===== src/hw/rtl/ufb_pkg.sv =====
// Types and constants shared by the UBX frame builder modules.
`default_nettype none

package ufb_pkg;

    // Item codes on the func field.
    localparam logic FUNC_START   = 1'b0;
    localparam logic FUNC_PAYLOAD = 1'b1;

    // UBX sync characters.
    localparam logic [7:0] SYNC_ONE = 8'hB5;
    localparam logic [7:0] SYNC_TWO = 8'h62;

    // One input item.
    typedef struct packed {
        logic        func;
        logic [7:0]  msg_class;
        logic [7:0]  msg_id;
        logic [15:0] payload_length;
        logic [7:0]  payload_byte;
    } in_item_t;

    // One result item.
    typedef struct packed {
        logic [7:0] out_byte;
        logic       last_of_run;
        logic       frame_end;
    } out_item_t;

    // Command kinds passed from the front end to the back end.
    typedef enum logic {
        CMD_START   = 1'b0,
        CMD_PAYLOAD = 1'b1
    } cmd_kind_t;

    // Classified command. data0 holds the class byte or the payload byte,
    // close is set when the command must finish with the checksum pair.
    typedef struct packed {
        cmd_kind_t   kind;
        logic [7:0]  data0;
        logic [7:0]  data1;
        logic [15:0] length;
        logic        close;
    } cmd_t;

endpackage

`default_nettype wire


===== src/hw/rtl/ufb_front.sv =====
// Front end: accepts items, tracks the open frame and classifies each item.
`default_nettype none

module ufb_front
    import ufb_pkg::*;
(
    input  wire logic     clk,
    input  wire logic     rst_n,
    input  wire logic     push,
    output logic          full,
    input  wire in_item_t item_data,
    output cmd_t          cmd,
    output logic          cmd_push,
    input  wire logic     cmd_full
);

    logic        frame_open_reg;
    logic        frame_open_next;
    logic [15:0] bytes_left_reg;
    logic [15:0] bytes_left_next;
    logic        take;
    logic        keep;
    logic        zero_len;
    logic        last_byte;

    assign full      = cmd_full;
    assign take      = push && !cmd_full;
    assign cmd_push  = take && keep;
    assign zero_len  = (item_data.payload_length == 16'h0000);
    assign last_byte = (bytes_left_reg == 16'h0001);

    // Classify the item and work out the frame state after it.
    always_comb
    begin
        frame_open_next = frame_open_reg;
        bytes_left_next = bytes_left_reg;
        keep            = 1'b0;
        cmd.kind        = CMD_START;
        cmd.data0       = item_data.msg_class;
        cmd.data1       = item_data.msg_id;
        cmd.length      = item_data.payload_length;
        cmd.close       = 1'b0;
        if (item_data.func == FUNC_START)
        begin
            // A start always begins a new frame and drops any unfinished one; a zero-length one closes it at once.
            keep      = 1'b1;
            cmd.close = zero_len;
            if (take)
            begin
                frame_open_next = !zero_len;
                bytes_left_next = item_data.payload_length;
            end
        end
        else
        begin
            // Payload bytes outside an open frame are dropped here.
            cmd.kind  = CMD_PAYLOAD;
            cmd.data0 = item_data.payload_byte;
            cmd.close = last_byte;
            keep      = frame_open_reg && (bytes_left_reg != 16'h0000);
            if (take && keep)
            begin
                bytes_left_next = bytes_left_reg - 16'h0001;
                if (last_byte)
                begin
                    frame_open_next = 1'b0;
                end
            end
        end
    end

    // Frame tracking state.
    always_ff @(posedge clk or negedge rst_n)
    begin
        if (!rst_n)
        begin
            frame_open_reg <= 1'b0;
            bytes_left_reg <= '0;
        end
        else
        begin
            frame_open_reg <= frame_open_next;
            bytes_left_reg <= bytes_left_next;
        end
    end

endmodule

`default_nettype wire


===== src/hw/rtl/ufb_cmd_fifo.sv =====
// Short command queue between the front end and the back end.
`default_nettype none

module ufb_cmd_fifo
    import ufb_pkg::*;
#(
    parameter int DEPTH = 4
)
(
    input  wire logic clk,
    input  wire logic rst_n,
    input  wire logic push,
    output logic      full,
    input  wire cmd_t wr_cmd,
    input  wire logic pop,
    output logic      empty,
    output cmd_t      head
);

    localparam int PTR_W = $clog2(DEPTH);
    localparam int CNT_W = $clog2(DEPTH + 1);

    cmd_t             entry_reg [DEPTH];
    logic [PTR_W-1:0] wr_ptr_reg;
    logic [PTR_W-1:0] wr_ptr_next;
    logic [PTR_W-1:0] rd_ptr_reg;
    logic [PTR_W-1:0] rd_ptr_next;
    logic [CNT_W-1:0] count_reg;
    logic [CNT_W-1:0] count_next;
    logic             do_wr;
    logic             do_rd;

    assign full  = (count_reg == CNT_W'(DEPTH));
    assign empty = (count_reg == '0);
    assign head  = entry_reg[rd_ptr_reg];
    assign do_wr = push && !full;
    assign do_rd = pop && !empty;

    // Pointer and occupancy updates, pointers wrap at the queue depth.
    always_comb
    begin
        wr_ptr_next = wr_ptr_reg;
        rd_ptr_next = rd_ptr_reg;
        count_next  = count_reg;
        if (do_wr)
        begin
            wr_ptr_next = (wr_ptr_reg == PTR_W'(DEPTH - 1)) ? '0 : wr_ptr_reg + 1'b1;
        end
        if (do_rd)
        begin
            rd_ptr_next = (rd_ptr_reg == PTR_W'(DEPTH - 1)) ? '0 : rd_ptr_reg + 1'b1;
        end
        if (do_wr && !do_rd)
        begin
            count_next = count_reg + 1'b1;
        end
        else if (do_rd && !do_wr)
        begin
            count_next = count_reg - 1'b1;
        end
    end

    // Control state.
    always_ff @(posedge clk or negedge rst_n)
    begin
        if (!rst_n)
        begin
            wr_ptr_reg <= '0;
            rd_ptr_reg <= '0;
            count_reg  <= '0;
        end
        else
        begin
            wr_ptr_reg <= wr_ptr_next;
            rd_ptr_reg <= rd_ptr_next;
            count_reg  <= count_next;
        end
    end

    // Entry storage needs no reset.
    always_ff @(posedge clk)
    begin
        if (do_wr)
        begin
            entry_reg[wr_ptr_reg] <= wr_cmd;
        end
    end

endmodule

`default_nettype wire


===== src/hw/rtl/ufb_back.sv =====
// Back end: expands commands into frame bytes and keeps the Fletcher pair.
`default_nettype none

module ufb_back
    import ufb_pkg::*;
(
    input  wire logic clk,
    input  wire logic rst_n,
    input  wire logic cmd_empty,
    input  wire cmd_t cmd,
    output logic      cmd_pop,
    input  wire logic pop,
    output logic      empty,
    output out_item_t result_data
);

    // Position within the command at the queue head.
    typedef enum logic [2:0] {
        SEQ_HEAD,
        SEQ_SYNC2,
        SEQ_CLASS,
        SEQ_ID,
        SEQ_LEN_LO,
        SEQ_LEN_HI,
        SEQ_CK_A,
        SEQ_CK_B
    } seq_t;

    seq_t       seq_reg;
    seq_t       seq_next;
    logic [7:0] sum_a_reg;
    logic [7:0] sum_a_next;
    logic [7:0] sum_b_reg;
    logic [7:0] sum_b_next;
    logic       valid_reg;
    logic       valid_next;
    out_item_t  result_reg;
    out_item_t  result_next;

    logic       advance;
    logic       done;
    logic       fold_en;
    logic       clear_sums;
    logic [7:0] fold_byte;
    logic [7:0] fold_a;
    logic [7:0] fold_b;

    assign empty       = !valid_reg;
    assign result_data = result_reg;
    assign advance     = !cmd_empty && (!valid_reg || pop);
    assign cmd_pop     = advance && done;

    // Fletcher step: A += b, then B += A.
    assign fold_a = sum_a_reg + fold_byte;
    assign fold_b = sum_b_reg + fold_a;

    // Byte selection and sequencing for the current step.
    always_comb
    begin
        seq_next                = seq_reg;
        done                    = 1'b0;
        fold_en                 = 1'b0;
        clear_sums              = 1'b0;
        fold_byte               = cmd.data0;
        result_next.out_byte    = SYNC_ONE;
        result_next.last_of_run = 1'b0;
        result_next.frame_end   = 1'b0;
        case (seq_reg)
            SEQ_HEAD:
            begin
                if (cmd.kind == CMD_START)
                begin
                    result_next.out_byte = SYNC_ONE;
                    clear_sums           = 1'b1;
                    seq_next             = SEQ_SYNC2;
                end
                else
                begin
                    // Payload byte, followed by the checksum when it is the last one.
                    result_next.out_byte    = cmd.data0;
                    fold_en                 = 1'b1;
                    result_next.last_of_run = !cmd.close;
                    done                    = !cmd.close;
                    seq_next                = cmd.close ? SEQ_CK_A : SEQ_HEAD;
                end
            end
            SEQ_SYNC2:
            begin
                result_next.out_byte = SYNC_TWO;
                seq_next             = SEQ_CLASS;
            end
            SEQ_CLASS:
            begin
                result_next.out_byte = cmd.data0;
                fold_byte            = cmd.data0;
                fold_en              = 1'b1;
                seq_next             = SEQ_ID;
            end
            SEQ_ID:
            begin
                result_next.out_byte = cmd.data1;
                fold_byte            = cmd.data1;
                fold_en              = 1'b1;
                seq_next             = SEQ_LEN_LO;
            end
            SEQ_LEN_LO:
            begin
                result_next.out_byte = cmd.length[7:0];
                fold_byte            = cmd.length[7:0];
                fold_en              = 1'b1;
                seq_next             = SEQ_LEN_HI;
            end
            SEQ_LEN_HI:
            begin
                // A zero-length frame closes right after its header.
                result_next.out_byte    = cmd.length[15:8];
                fold_byte               = cmd.length[15:8];
                fold_en                 = 1'b1;
                result_next.last_of_run = !cmd.close;
                done                    = !cmd.close;
                seq_next                = cmd.close ? SEQ_CK_A : SEQ_HEAD;
            end
            SEQ_CK_A:
            begin
                result_next.out_byte = sum_a_reg;
                seq_next             = SEQ_CK_B;
            end
            SEQ_CK_B:
            begin
                result_next.out_byte    = sum_b_reg;
                result_next.last_of_run = 1'b1;
                result_next.frame_end   = 1'b1;
                done                    = 1'b1;
                seq_next                = SEQ_HEAD;
            end
            default:
            begin
                seq_next = SEQ_HEAD;
            end
        endcase
    end

    // Next values of the checksum pair and the output register.
    always_comb
    begin
        sum_a_next = sum_a_reg;
        sum_b_next = sum_b_reg;
        valid_next = valid_reg;
        if (advance)
        begin
            valid_next = 1'b1;
            if (clear_sums)
            begin
                sum_a_next = '0;
                sum_b_next = '0;
            end
            else if (fold_en)
            begin
                sum_a_next = fold_a;
                sum_b_next = fold_b;
            end
        end
        else if (pop)
        begin
            valid_next = 1'b0;
        end
    end

    // Sequencer state, checksum pair and the registered result.
    always_ff @(posedge clk or negedge rst_n)
    begin
        if (!rst_n)
        begin
            seq_reg    <= SEQ_HEAD;
            sum_a_reg  <= '0;
            sum_b_reg  <= '0;
            valid_reg  <= 1'b0;
            result_reg <= '0;
        end
        else
        begin
            if (advance)
            begin
                seq_reg    <= seq_next;
                result_reg <= result_next;
            end
            sum_a_reg <= sum_a_next;
            sum_b_reg <= sum_b_next;
            valid_reg <= valid_next;
        end
    end

endmodule

`default_nettype wire


===== src/hw/rtl/ubx_frame_builder_unit.sv =====
// Path: with the queues empty, an item is written into the command queue and then into the
// result register, after which its first result is on the result ports.
// Throughput: one payload item per cycle while pop is high and the queue has room; a start
// item gives 6 or 8 result bytes and a closing payload item 3, one result byte per cycle while pop is high.
// A CMD_DEPTH-entry command queue lets the input keep taking items during those bursts.
// Reset (rst_n low, asynchronous) empties the queues, closes any frame and clears the sums.
`default_nettype none

module ubx_frame_builder_unit
    import ufb_pkg::*;
#(
    parameter int CMD_DEPTH = 4
)
(
    input  wire logic     clk,
    input  wire logic     rst_n,
    input  wire logic     push,
    output logic          full,
    input  wire in_item_t item_data,
    input  wire logic     pop,
    output logic          empty,
    output out_item_t     result_data
);

    cmd_t        front_cmd;
    logic        front_push;
    logic        fifo_full;
    cmd_t        head_cmd;
    logic        head_empty;
    logic        head_pop;

    // Item intake and classification.
    ufb_front u_front (
        .clk       (clk),
        .rst_n     (rst_n),
        .push      (push),
        .full      (full),
        .item_data (item_data),
        .cmd       (front_cmd),
        .cmd_push  (front_push),
        .cmd_full  (fifo_full)
    );

    // Command queue.
    ufb_cmd_fifo #(
        .DEPTH (CMD_DEPTH)
    ) u_fifo (
        .clk    (clk),
        .rst_n  (rst_n),
        .push   (front_push),
        .full   (fifo_full),
        .wr_cmd (front_cmd),
        .pop    (head_pop),
        .empty  (head_empty),
        .head   (head_cmd)
    );

    // Byte sequencer and checksum.
    ufb_back u_back (
        .clk         (clk),
        .rst_n       (rst_n),
        .cmd_empty   (head_empty),
        .cmd         (head_cmd),
        .cmd_pop     (head_pop),
        .pop         (pop),
        .empty       (empty),
        .result_data (result_data)
    );

endmodule

`default_nettype wire


===== config.mk =====
export PLATFORM = sky130hd
export DESIGN_NAME = ubx_frame_builder_unit
export DESIGN_NICKNAME = d
export VERILOG_FILES = /design/src/hw/rtl/ufb_pkg.sv /design/src/hw/rtl/ufb_front.sv /design/src/hw/rtl/ufb_cmd_fifo.sv /design/src/hw/rtl/ufb_back.sv /design/src/hw/rtl/ubx_frame_builder_unit.sv
export SDC_FILE = /design/constraint.sdc
export NUM_CORES = 1
export LEC_CHECK = 0
export ABC_CLOCK_PERIOD_IN_PS = 11700
export BUFFER_PORTS_ARGS = -buffer_cell sky130_fd_sc_hd__buf_2
export CAP_MARGIN = 20
export CORE_MARGIN = 2
export CORE_UTILIZATION = 65
export CTS_CLUSTER_SIZE = 10
export DETAILED_ROUTE_END_ITERATION = 8
export GPL_TIMING_DRIVEN = 1
export PLACE_DENSITY_LB_ADDON = 0.15
export SKIP_LAST_GASP = 1
export SLEW_MARGIN = 20
export SYNTH_ARGS = -nofsm -noshare
export SYNTH_HDL_FRONTEND = slang
export SYNTH_SLANG_ARGS = --single-unit

===== constraint.sdc =====
create_clock -name clk -period 11.7 [get_ports clk]
set_input_delay 0.585 -clock clk [delete_from_list [all_inputs] [get_ports clk]]
set_output_delay 0.585 -clock clk [all_outputs]
set_load 0.005 [all_outputs]

; Yosys cells after proc, flatten, opt, wreduce, memory -nomap -nowiden
; Memories as Yosys holds them, arrays and structs flattened.
; Cells that the tools add are included.
[classes]
muxes = 35
n_eq_ne = 13
add_sub_neg = 7
reduce_logical = 30
[ops]
columns = cell, count
row1 = one-hot mux 8 bit (8 select lines), 1
row2 = 2-to-1 mux 16 bit, 3
row3 = 2-to-1 mux 8 bit, 5
row4 = one-hot mux 3 bit (8 select lines), 1
row5 = one-hot mux 8 bit (3 select lines), 1
row6 = adder 8 bit, 2
row7 = "equality test 16 x 1 -> 1 bit, second input constant", 1
row8 = logical NOT 16 bit, 1
row9 = nonzero test 16 bit, 1
row10 = "subtractor 16 x 1 -> 16 bit, second input constant", 1
row11 = "equality test 3 bit, second input constant", 5
row12 = 2-to-1 mux 1 bit, 15
row13 = 2-to-1 mux 3 bit, 4
row14 = logical AND 1 bit, 10
row15 = 2-to-1 mux 9 bit, 1
row16 = nonzero test 2 bit, 4
row17 = logical NOT 1 bit, 7
row18 = "equality test 3 x 2 -> 1 bit, second input constant", 2
row19 = logical NOT 3 bit, 2
row20 = "adder 2 x 1 -> 2 bit, second input constant", 2
row21 = "equality test 2 bit, second input constant", 2
row22 = 2-to-1 mux 2 bit, 2
row23 = "!= test 2 x 1 -> 1 bit, second input constant", 2
row24 = AND reduction 2 bit, 2
row25 = other kinds (8), 8
[totals]
memories = 1
register_bits = 54
word_cells = 98
ramBits = 136
[mem_list]
columns = memory, words, width, rd, rd_ports_with_merged_regs, write_ports, line_no
row1 = u_fifo.entry_reg, 4, 34, 1, 0, 1, ufb_cmd_fifo.sv:23  ; cmd_t entry_reg [DEPTH];

; Longest topological paths before layout
; Gate-level depths: netlist (run 1).
[depth]
depth_word = 9
mapped_depth = 21
depth_no_buf = 19

; Hierarchy
; Synthesis (run 1) repeated with hierarchy kept, for this count alone.
[hier_totals]
hier_cells = 673
hier_area_um2 = 9271.4
[modules_own_cells]
columns = mod, instances, seq_area_each_um2, area_each_um2, cells_each
row1 = ufb_cmd_fifo, 1, 4259.1, 5346.4, 215
row2 = ufb_back, 1, 750.7, 2392.3, 275
row3 = ufb_front, 1, 425.4, 1532.7, 183

; Least setup slack after synthesis (run 1)
; OpenSTA, ideal clock, no wires.
[synth_path]
kind = flip-flop to flip-flop
startpoint = register u_fifo.rd_ptr_reg[0]
endpoint = register u_back.sum_b_reg[7]
setup_slack_ps = 7032
t_required_ps = 11623
setup_ps = 77
arrival_time_ps = 4591
stages_incl_launch_ff = 21
path_buffers = 3
path_cell_list = dfrtp_1 buf_6 buf_2 buf_2 mux4_2 mux2_2 ha_1 inv_1 fa_1 nor2b_1 o21ai_0 nor3b_1 nor2_1 ha_1 and3_1 a2111o_1 a21o_1 a21oi_1 xnor3_1 or3_1 o21ai_1
[synth_between]
elab_chain_cells = 6
elab_cells_between_ends = 12
cone_classes = 2 x add/sub / 7 x mux / 2 x reduce/logical / 1 x memory
[synth_rtl]
columns = item, line_no
row1 = "start, declared", ufb_cmd_fifo.sv:26  ; logic [PTR_W-1:0] rd_ptr_reg;
row2 = "start signal, assigned", ufb_cmd_fifo.sv:75  ; rd_ptr_reg <= rd_ptr_next;
row3 = memory (4 x 34 bit) *, n/a
row4 = one-hot mux 8 bit (3 select lines), ufb_back.sv:68  ; case (seq_reg)
row5 = adder 8 bit, ufb_back.sv:54  ; assign fold_a = sum_a_reg + fold_byte;
row6 = adder 8 bit, ufb_back.sv:55  ; assign fold_b = sum_b_reg + fold_a;
row7 = 2-to-1 mux 8 bit, ufb_back.sv:157  ; else if (fold_en)
row8 = 2-to-1 mux 8 bit, ufb_back.sv:152  ; if (clear_sums)
row9 = "end signal, assigned", ufb_back.sv:188  ; sum_b_reg <= sum_b_next;
row10 = "end, declared", ufb_back.sv:33  ; logic [7:0] sum_b_reg;
; Mark *: on every way between the ends. The rest lies on a longest branch, timed or not. The select of a mux whose other input is x is not followed.
; A chain may end at the register's enable or synchronous reset.

; Worst setup path in the final report (run 1)
; Ends and elaborated chain as after synthesis.

==> results of run 1 <==
## worst max path at each step
| stage | start | endpoint | cells after the start | slack, ns |
|---|---|---|---|---|
| floorplan | u_fifo.rd_ptr_reg[0]$_DFFE_PN0P_ | u_back.sum_b_reg[7]$_DFFE_PN0P_ | 20 | 7.03 |
| global placement | u_fifo.rd_ptr_reg[0]$_DFFE_PN0P_ | u_back.sum_b_reg[7]$_DFFE_PN0P_ | 18 | 6.52 |
| detailed placement | u_fifo.rd_ptr_reg[0]$_DFFE_PN0P_ | u_back.sum_b_reg[7]$_DFFE_PN0P_ | 18 | 6.32 |
| CTS | u_fifo.rd_ptr_reg[0]$_DFFE_PN0P_ | u_back.sum_b_reg[7]$_DFFE_PN0P_ | 18 | 6.30 |
| global route | u_fifo.rd_ptr_reg[0]$_DFFE_PN0P_ | u_back.sum_b_reg[7]$_DFFE_PN0P_ | 18 | 5.94 |
| finish | u_fifo.rd_ptr_reg[0]$_DFFE_PN0P_ | u_back.sum_b_reg[7]$_DFFE_PN0P_ | 18 | 6.33 |
## cell families after synthesis
| family | count (synthesis) | synth area share (%) |
|---|---|---|
| xor+xnor | 14 | 1.53 |
| mux | 67 | 12.6 |
| compound gates | 155 | 10.3 |
| simple gates | 137 | 7.59 |
| buf+inv | 55 | 2.63 |
| flops | 190 | 61.0 |
| fa+ha+maj | 29 | 4.33 |
## per-layer routing
layer	vias to the layer above	part of all wire, %	global-route usage (%)	wire length [um]
met5	-	0	0	0
met4	0	2.4	10.7	498
met3	46	7.3	5.12	1500
met2	299	50	48.9	10300
met1	2940	40	40.8	8160
li1	2595	-	-	-
## critical path, cell delays in order, from the launching register on
cell and delay, ns:
sky130_fd_sc_hd__dfrtp_2 0.65, sky130_fd_sc_hd__buf_4 0.50, sky130_fd_sc_hd__mux4_2 0.57, sky130_fd_sc_hd__mux2i_1 0.17, sky130_fd_sc_hd__o2bb2ai_1 0.13, sky130_fd_sc_hd__mux2_2 0.30
sky130_fd_sc_hd__ha_1 0.34, sky130_fd_sc_hd__nor2b_1 0.17, sky130_fd_sc_hd__o21ai_0 0.10, sky130_fd_sc_hd__a21boi_0 0.26, sky130_fd_sc_hd__nor2_1 0.11, sky130_fd_sc_hd__ha_1 0.35
sky130_fd_sc_hd__and3_1 0.18, sky130_fd_sc_hd__a2111o_1 0.45, sky130_fd_sc_hd__a21o_1 0.19, sky130_fd_sc_hd__a21oi_1 0.17, sky130_fd_sc_hd__xnor3_1 0.24, sky130_fd_sc_hd__or3_1 0.31
sky130_fd_sc_hd__o21ai_1 0.08
## Yosys cell counts (2+ instances only)
cell type / count / area share, %
sky130_fd_sc_hd__nor2b_1: 3 / 0.21
sky130_fd_sc_hd__edfxtp_1: 136 / 46
sky130_fd_sc_hd__o21ai_1: 3 / 0.17
sky130_fd_sc_hd__o21bai_1: 4 / 0.34
sky130_fd_sc_hd__ha_1: 26 / 3.7
sky130_fd_sc_hd__a21o_1: 8 / 0.67
sky130_fd_sc_hd__a31oi_1: 2 / 0.14
sky130_fd_sc_hd__or4_1: 3 / 0.25
sky130_fd_sc_hd__xnor2_1: 8 / 0.79
sky130_fd_sc_hd__buf_1: 4 / 0.17
sky130_fd_sc_hd__a22o_1: 9 / 0.89
sky130_fd_sc_hd__fa_1: 3 / 0.67
sky130_fd_sc_hd__or3_1: 7 / 0.49
sky130_fd_sc_hd__nor2_1: 26 / 1.1
sky130_fd_sc_hd__a22oi_1: 3 / 0.25
sky130_fd_sc_hd__buf_4: 3 / 0.25
sky130_fd_sc_hd__xor2_1: 5 / 0.49
sky130_fd_sc_hd__o2bb2ai_1: 4 / 0.39
sky130_fd_sc_hd__o32ai_1: 2 / 0.20
sky130_fd_sc_hd__nor3_1: 11 / 0.62
sky130_fd_sc_hd__and2_1: 5 / 0.35
sky130_fd_sc_hd__o21a_1: 2 / 0.17
sky130_fd_sc_hd__o22ai_1: 6 / 0.42
sky130_fd_sc_hd__nor3b_1: 4 / 0.34
sky130_fd_sc_hd__nand4_1: 2 / 0.14
sky130_fd_sc_hd__nand2b_1: 7 / 0.49
sky130_fd_sc_hd__o21ai_0: 51 / 2.9
sky130_fd_sc_hd__and3_1: 2 / 0.14
sky130_fd_sc_hd__nand2_1: 45 / 1.9
sky130_fd_sc_hd__nand3_1: 10 / 0.56
sky130_fd_sc_hd__mux2i_1: 12 / 1.3
sky130_fd_sc_hd__mux4_2: 33 / 8.3
sky130_fd_sc_hd__mux2_2: 21 / 2.7
sky130_fd_sc_hd__nor4_1: 6 / 0.42
sky130_fd_sc_hd__clkbuf_1: 13 / 0.55
sky130_fd_sc_hd__o211ai_1: 3 / 0.25
sky130_fd_sc_hd__inv_1: 26 / 1.1
sky130_fd_sc_hd__a21oi_1: 52 / 2.9
sky130_fd_sc_hd__dfrtp_1: 54 / 15
sky130_fd_sc_hd__buf_2: 7 / 0.39
## where the power goes
group / total, W / switching (W) / internal, W
Sequential: 0.00103 / 0.000121 / 0.000905
Combinational: 0.00137 / 0.000770 / 0.000600
Clock: 0.000602 / 0.000255 / 0.000347
Total: 0.00300 / 0.00115 / 0.00185
## area by class of cell
class / instances / area [um2] / area share (%)
Clock inverter: 13 / 175 / 1.75
Tap cell: 176 / 220 / 2.20
Multi-Input combinational cell: 402 / 3240 / 32.4
Inverter: 27 / 101 / 1.01
Clock buffer: 19 / 443 / 4.43
Timing Repair Buffer: 69 / 378 / 3.78
Sequential cell: 190 / 5440 / 54.4
## through the flow
step           worst slack (ns)  total power, W  std cells  area, um2
4_1_cts                    6.30         0.00299        896       9990
6_report                   6.33         0.00300        896       9990
5_1_grt                    5.94         0.00317        896       9990
3_3_place_gp               6.52         0.00231        864       9370
3_5_place_dp               6.32         0.00238        864       9370
2_1_floorplan              7.03         0.00202        647       8910
==> metrics.md, run 1 <==
| Metric | Value |
|---|---|
| Run status | `complete, no violations` |
| Class of the worst hold path | `in2async` |
| Gr usage total | `around 30%` |
| Critical R2R Launch | `u_fifo.rd_ptr_reg[0]$_DFFE_PN0P_` |
| Most frequently used flop master after synthesis | `sky130_fd_sc_hd__edfxtp_1` |
| Worst slew slack as a fraction of its limit | `39.3%` |
| Fin. max-slew vios | `0` |
| Number of nets in the final layout | `781` |
| Antenna diode count | `0` |
| Final clock skew | `0.00796 ns` |
| Post-route DRC violation count | `0` |
| Asr flop ratio synth | `28.4%` |
| Number of vias per cell | `roughly 6.6` |
| Setup slack of the worst register-to-register path | `6.33 ns` |
| Reg-to-reg endpoint | `u_back.sum_b_reg[7]$_DFFE_PN0P_` |
| Leading cell type in the layout, fill and taps excluded | `sky130_fd_sc_hd__edfxtp_1` |
| Largest net degree at the start of global routing | `between 50 and 60` |
| Final hold violation count | `0` |
| Total power density per cell area | `~300 mW/mm2` |
| Clk Latency, worst-skew pair | `between 0.4 and 0.5 ns` |
| Share of cells above drive strength 1 | `22.1%` |
| Unique masters post-synth | `between 50 and 60` |
| Via count of the first global-routing pass | `about 5800` |
| Wire length after detailed routing | `roughly 20000 um` |
| Cell area after synthesis | `0.00891 mm2` |
| Average instance area after synthesis | `between 10 and 15 um2` |
| Slew of the pin with the lowest slew margin | `0.903 ns` |
| Worst-case clock buffer depth | `2` |
| Global-route wire length before repair | `32200 um` |
| H-tree depth | `4` |
| CTS tree | `done` |
| Max_cap viols | `0` |
| Data required time at the worst endpoint | `between 10 and 15 ns` |
| Count of buffers inserted at the top-level ports | `56` |
| Clock period minus final worst setup slack | `5.37 ns` |
| Sequential area share after synthesis | `roughly three fifths` |
| Vias after detailed routing | `between 5000 and 6000` |
| Worst VDD drop | `0.000181 V` |
| Worst hold margin | `around 0.30 ns` |
| Area of the core | `around 0.013 mm2` |
| Synthesized netlist cell count | `647` |
| Crit. End Element | `register` |
| Iter 0 DRT Violations | `around 740` |
| Horizontal die dimension | `121 um` |
| Setup repair after global routing missed its margin | `false` |
| Count of clock tree sinks | `190` |
| Row cnt | `42` |
| Aggregate negative setup slack | `0 ns` |
| Hold_buf cts | `0` |
| Half-perimeter wire length after placement | `13700 um` |
| Kind of launch point of the worst setup path | `register` |
| Count of filler cells inserted in the layout | `between 800 and 900` |
| Critical path class | `reg2reg` |
| Die footprint | `roughly 0.015 mm2` |
| Signal arrival time at the worst endpoint | `5.73 ns` |
| Setup violators final | `0` |
| Clock transition at the registers of the reported paths | `0.07 ns` |
| Area growth from synthesis to final layout | `12.2%` |
| RePlAce Congestion | `0.891` |
| Lkg Pwr | `about 3.8 nW` |
| Overall overflow remaining after global route | `0` |
| CTS Buf Count | `17` |
| Upper clock frequency limit | `0.186 GHz` |
| Number of antenna-violating nets in the routed design | `0` |
| Number of warnings printed during yosys synthesis | `0` |
| Root buffer cell | `sky130_fd_sc_hd__clkbuf_16` |
| Number of antenna violations at the first check in global routing | `0` |
| Commonest non-fill, non-tap cells in the layout | `136 x sky130_fd_sc_hd__edfxtp_1, 56 x sky130_fd_sc_hd__buf_2, 53 x sky130_fd_sc_hd__dfrtp_1` |
| Chip height | `roughly 120 um` |
| Resized Gates After CTS | `0` |
| Max reg flops | `136` |
| Final Util | `between 70% and 80%` |
| Tcrit/Tclk final | `45.9%` |
| Post-CTS setup repair buffer count | `0` |
| Nets in the synthesized netlist | `between 700 and 800` |
| Number of cells on the worst reg-to-reg path | `18` |
| Length of the first detailed-routing pass in iterations | `6` |
| Boundary Pins | `57` |
| Initial core utilization | `67.0%` |
| Synth Register Bits | `between 150 and 200` |
| Crit-path max FO | `25` |
| Number of flops mapped to enable cells by yosys | `around 140` |
| Wire per inst | `roughly 23 um` |
Power figures use the tool's default switching activity.
==> run 2: changes to the inputs <==
--- a/config.mk
+++ b/config.mk
@@ -5,11 +5,11 @@
 export SDC_FILE = /design/constraint.sdc
 export NUM_CORES = 1
 export LEC_CHECK = 0
-export ABC_CLOCK_PERIOD_IN_PS = 11700
+export ABC_CLOCK_PERIOD_IN_PS = 4940
 export BUFFER_PORTS_ARGS = -buffer_cell sky130_fd_sc_hd__buf_2
 export CAP_MARGIN = 20
 export CORE_MARGIN = 2
-export CORE_UTILIZATION = 65
+export CORE_UTILIZATION = 55
 export CTS_CLUSTER_SIZE = 10
 export DETAILED_ROUTE_END_ITERATION = 8
 export GPL_TIMING_DRIVEN = 1
==> constraint.sdc (replaced) <==
create_clock -name clk -period 4.94 [get_ports clk]
set_input_delay 0.247 -clock clk [delete_from_list [all_inputs] [get_ports clk]]
set_output_delay 0.247 -clock clk [all_outputs]
set_load 0.005 [all_outputs]
==> run 2 against run 1 <==
Routed wire length down 4.8%. Cell area increased by 2.3%. Worst setup slack worse by 6.1 ns. First-iteration DRC count shrank 40%. Flip-flop and latch count unchanged. Clock power rose by 130%. Count of clock-buffer cells in the layout is 2 lower. Critical endpoint unchanged.
==> metrics.md, run 2 (synthesized netlist as in run 1, its figures left out) <==
| Metric | Value |
|---|---|
| Run status | `complete, no violations` |
| Setup slack of the worst register-to-register path | `0.20 ns` |
| Wire per inst | `20.4 um` |
| Number of cells on the worst reg-to-reg path | `18` |
| Count of clock tree sinks | `190` |
| Detailed-routed wire length on met2 | `10000 um` |
| Area of the core | `0.0159 mm2` |
| Worst slew slack as a fraction of its limit | `about a third` |
| Half-perimeter wire length after placement | `approximately 13000 um` |
| Final hold violation count | `0` |
| Final clock skew | `approximately 0.012 ns` |
| Chip height | `approximately 130 um` |
| Number of antenna-violating nets in the routed design | `0` |
| Length of the first detailed-routing pass in iterations | `4` |
| Critical path class | `reg2reg` |
| Fin. max-slew vios | `0` |
| Commonest non-fill, non-tap cells in the layout | `136 x sky130_fd_sc_hd__edfxtp_1, 56 x sky130_fd_sc_hd__buf_2, 52 x sky130_fd_sc_hd__a21oi_1, 52 x sky130_fd_sc_hd__dfrtp_1, 50 x sky130_fd_sc_hd__o21ai_0` |
| Clk Latency, worst-skew pair | `between 0.4 and 0.5 ns` |
| Gr usage total | `23.6%` |
| Crit-path max FO | `7` |
| Highest routed metal layer | `met4` |
| Count of buffers inserted at the top-level ports | `56` |
| Number of antenna violations at the first check in global routing | `0` |
| Aggregate negative setup slack | `0 ns` |
| Signal arrival time at the worst endpoint | `5.10 ns` |
| Buffers & Inverters on Critical Path | `1` |
| Critical R2R Launch | `u_fifo.rd_ptr_reg[0]$_DFFE_PN0P_` |
| RePlAce Congestion | `0.829` |
| Total power density per cell area | `~700 mW/mm2` |
| Top Family by Delay on Critical Path | `compound AO/OA/AOI/OAI gates` |
| Master of the slowest instance on the critical path | `sky130_fd_sc_hd__mux4_2` |
| Leading cell type in the layout, fill and taps excluded | `sky130_fd_sc_hd__edfxtp_1` |
| Reg-to-reg endpoint | `u_back.sum_b_reg[7]$_DFFE_PN0P_` |
| Met3 WL post-DR | `about 770 um` |
| Vias after detailed routing | `roughly 5700` |
| Clock transition at the registers of the reported paths | `approximately 0.080 ns` |
| Initial core utilization | `between 50% and 60%` |
| Crit. End Element | `register` |
| Horizontal die dimension | `approximately 130 um` |
| Max_cap viols | `0` |
| Overall overflow remaining after global route | `0` |
| Iter 0 DRT Violations | `approximately 440` |
| Root buffer cell | `sky130_fd_sc_hd__clkbuf_16` |
| Area growth from synthesis to final layout | `14.8%` |
| Wire length after detailed routing | `between 15000 and 20000 um` |
| H-tree depth | `4` |
| Die footprint | `roughly 0.017 mm2` |
| CTS Buf Count | `17` |
| Share of cells above drive strength 1 | `between 20% and 30%` |
| Slew of the pin with the lowest slew margin | `approximately 0.96 ns` |
| Class of the worst hold path | `in2reg` |
| Clock period minus final worst setup slack | `approximately 4.7 ns` |
| Lkg Pwr | `a little under 4 nW` |
| Kind of launch point of the worst setup path | `register` |
| Boundary Pins | `57` |
| Crit path cell chain | `buf_12 -> mux4_2 -> mux2i_1 -> o2bb2ai_1 -> mux2_2 -> ha_1 -> nor2b_1 -> o21ai_1 -> nor3b_2 -> nor2_1 -> ha_1 -> and3_1 -> a2111o_1 -> a21o_1 -> a21oi_1 -> xnor3_1 -> or3_1 -> o21ai_1` |
| Global-route wire length before repair | `about 31000 um` |
| Worst VDD drop | `between 0.0004 and 0.0005 V` |
| Via count of the first global-routing pass | `between 5000 and 6000` |
| Number of nets in the final layout | `800` |
| Largest net degree at the start of global routing | `55` |
| Setup violators final | `0` |
| Data required time at the worst endpoint | `about 5.3 ns` |
| Row cnt | `46` |
| Upper clock frequency limit | `~0.21 GHz` |
| Detailed-route wire length on metal 1 | `between 8000 and 9000 um` |
| Stage delay of the slowest cell on the critical path | `~0.50 ns` |
| Post-route DRC violation count | `0` |
| Max reg flops | `about 140` |
| Origin of the worst min-delay path | `item_data[27]` |
| Worst hold margin | `around 0.029 ns` |
| Tcrit/Tclk final | `96.0%` |
| Number of vias per cell | `~5.9` |
| Count of filler cells inserted in the layout | `1214` |
| CTS tree | `done` |
| Antenna diode count | `0` |
| Worst-case clock buffer depth | `2` |
| Hold Crit Endpoint | `u_fifo.entry_reg[3][20]$_DFFE_PP_` |
| Hold path depth | `1` |
## run 2: cell types whose count changed in the layout (fill, tap and decap cells not counted), sizes merged
cell / previous run / this run
buf: 69 / 86
bufinv: 3 / 1
clkbuf: 19 / 17
clkinv: 3 / 5
dlygate4sd3: 0 / 2
inv: 33 / 35
## run 2: report_power, final
group	switching [W]	internal (W)	total, W
Combinational	0.00179	0.00157	0.00336
Sequential	0.000259	0.00214	0.00240
Clock	0.000661	0.000732	0.00139
## run 2: layout make-up
type                       instances  area, um2  area share (%)
sequential                       190       5440            53.2
timing repair buffer              88        554            5.42
multi-input combinational        402       3250            31.8
inverter                          27        101           0.991
clock inverter                    15        189            1.85
clock buffer                      17        425            4.16
tap                              216        270            2.64
## run 2: metal layers
layer	global-route usage, %	vias to the layer above
li1	-	2634
met1	30.3	2877
met5	0	-
met4	7.85	0
met3	4.86	26
met2	40.4	142
## run 2: through the flow
| step | instance area [um2] | util (%) | total power (W) | std cells | setup WS [ns] |
|---|---|---|---|---|---|
| 3_3_place_gp | 9530 | 60.0 | 0.00557 | 915 | 0.220 |
| 4_1_cts | 10200 | 64.0 | 0.00709 | 949 | 0.0742 |
| 6_report | 10200 | 64.4 | 0.00715 | 955 | 0.196 |
| 5_1_grt | 10200 | 64.4 | 0.00764 | 955 | -0.0153 |
| 2_1_floorplan | 8910 | - | 0.00478 | 647 | 0.272 |
| 3_5_place_dp | 9530 | 60.0 | 0.00569 | 915 | 0.0642 |
## run 2: worst register-to-register path: cells and delay by family (launching register included)
kind                       cells  cell delay (ns)
DFF                            1             0.45
AOI/OAI and AO/OA              6             1.19
adders and majority gates      2             0.68
buffers and inverters          1             0.16
and+or+nand+nor                5             0.90
muxes                          3             1.03
xor gates and xnor gates       1             0.26
## run 2: worst max-delay path by stage
stage | slack, ns | from | endpoint | cells past startpoint
floorplan | 0.27 | u_fifo.rd_ptr_reg[0]$_DFFE_PN0P_ | u_back.sum_b_reg[7]$_DFFE_PN0P_ | 20
global placement | 0.22 | u_fifo.rd_ptr_reg[0]$_DFFE_PN0P_ | u_back.sum_b_reg[7]$_DFFE_PN0P_ | 19
detailed placement | 0.06 | u_fifo.rd_ptr_reg[1]$_DFFE_PN0P_ | u_back.sum_b_reg[7]$_DFFE_PN0P_ | 19
CTS | 0.07 | u_fifo.rd_ptr_reg[1]$_DFFE_PN0P_ | u_back.sum_b_reg[7]$_DFFE_PN0P_ | 19
global route | -0.02 | u_fifo.rd_ptr_reg[0]$_DFFE_PN0P_ | u_back.sum_b_reg[7]$_DFFE_PN0P_ | 18
finish | 0.20 | u_fifo.rd_ptr_reg[0]$_DFFE_PN0P_ | u_back.sum_b_reg[7]$_DFFE_PN0P_ | 18
## run 2: repair_timing
action / 4_1_cts / 5_1_grt
hold buffers: 2 / 0
resized for setup: 0 / 6
buffers inserted: 0 / 6
setup endpoints to repair: 0 / 1
hold endpoints to repair: 7 / 0
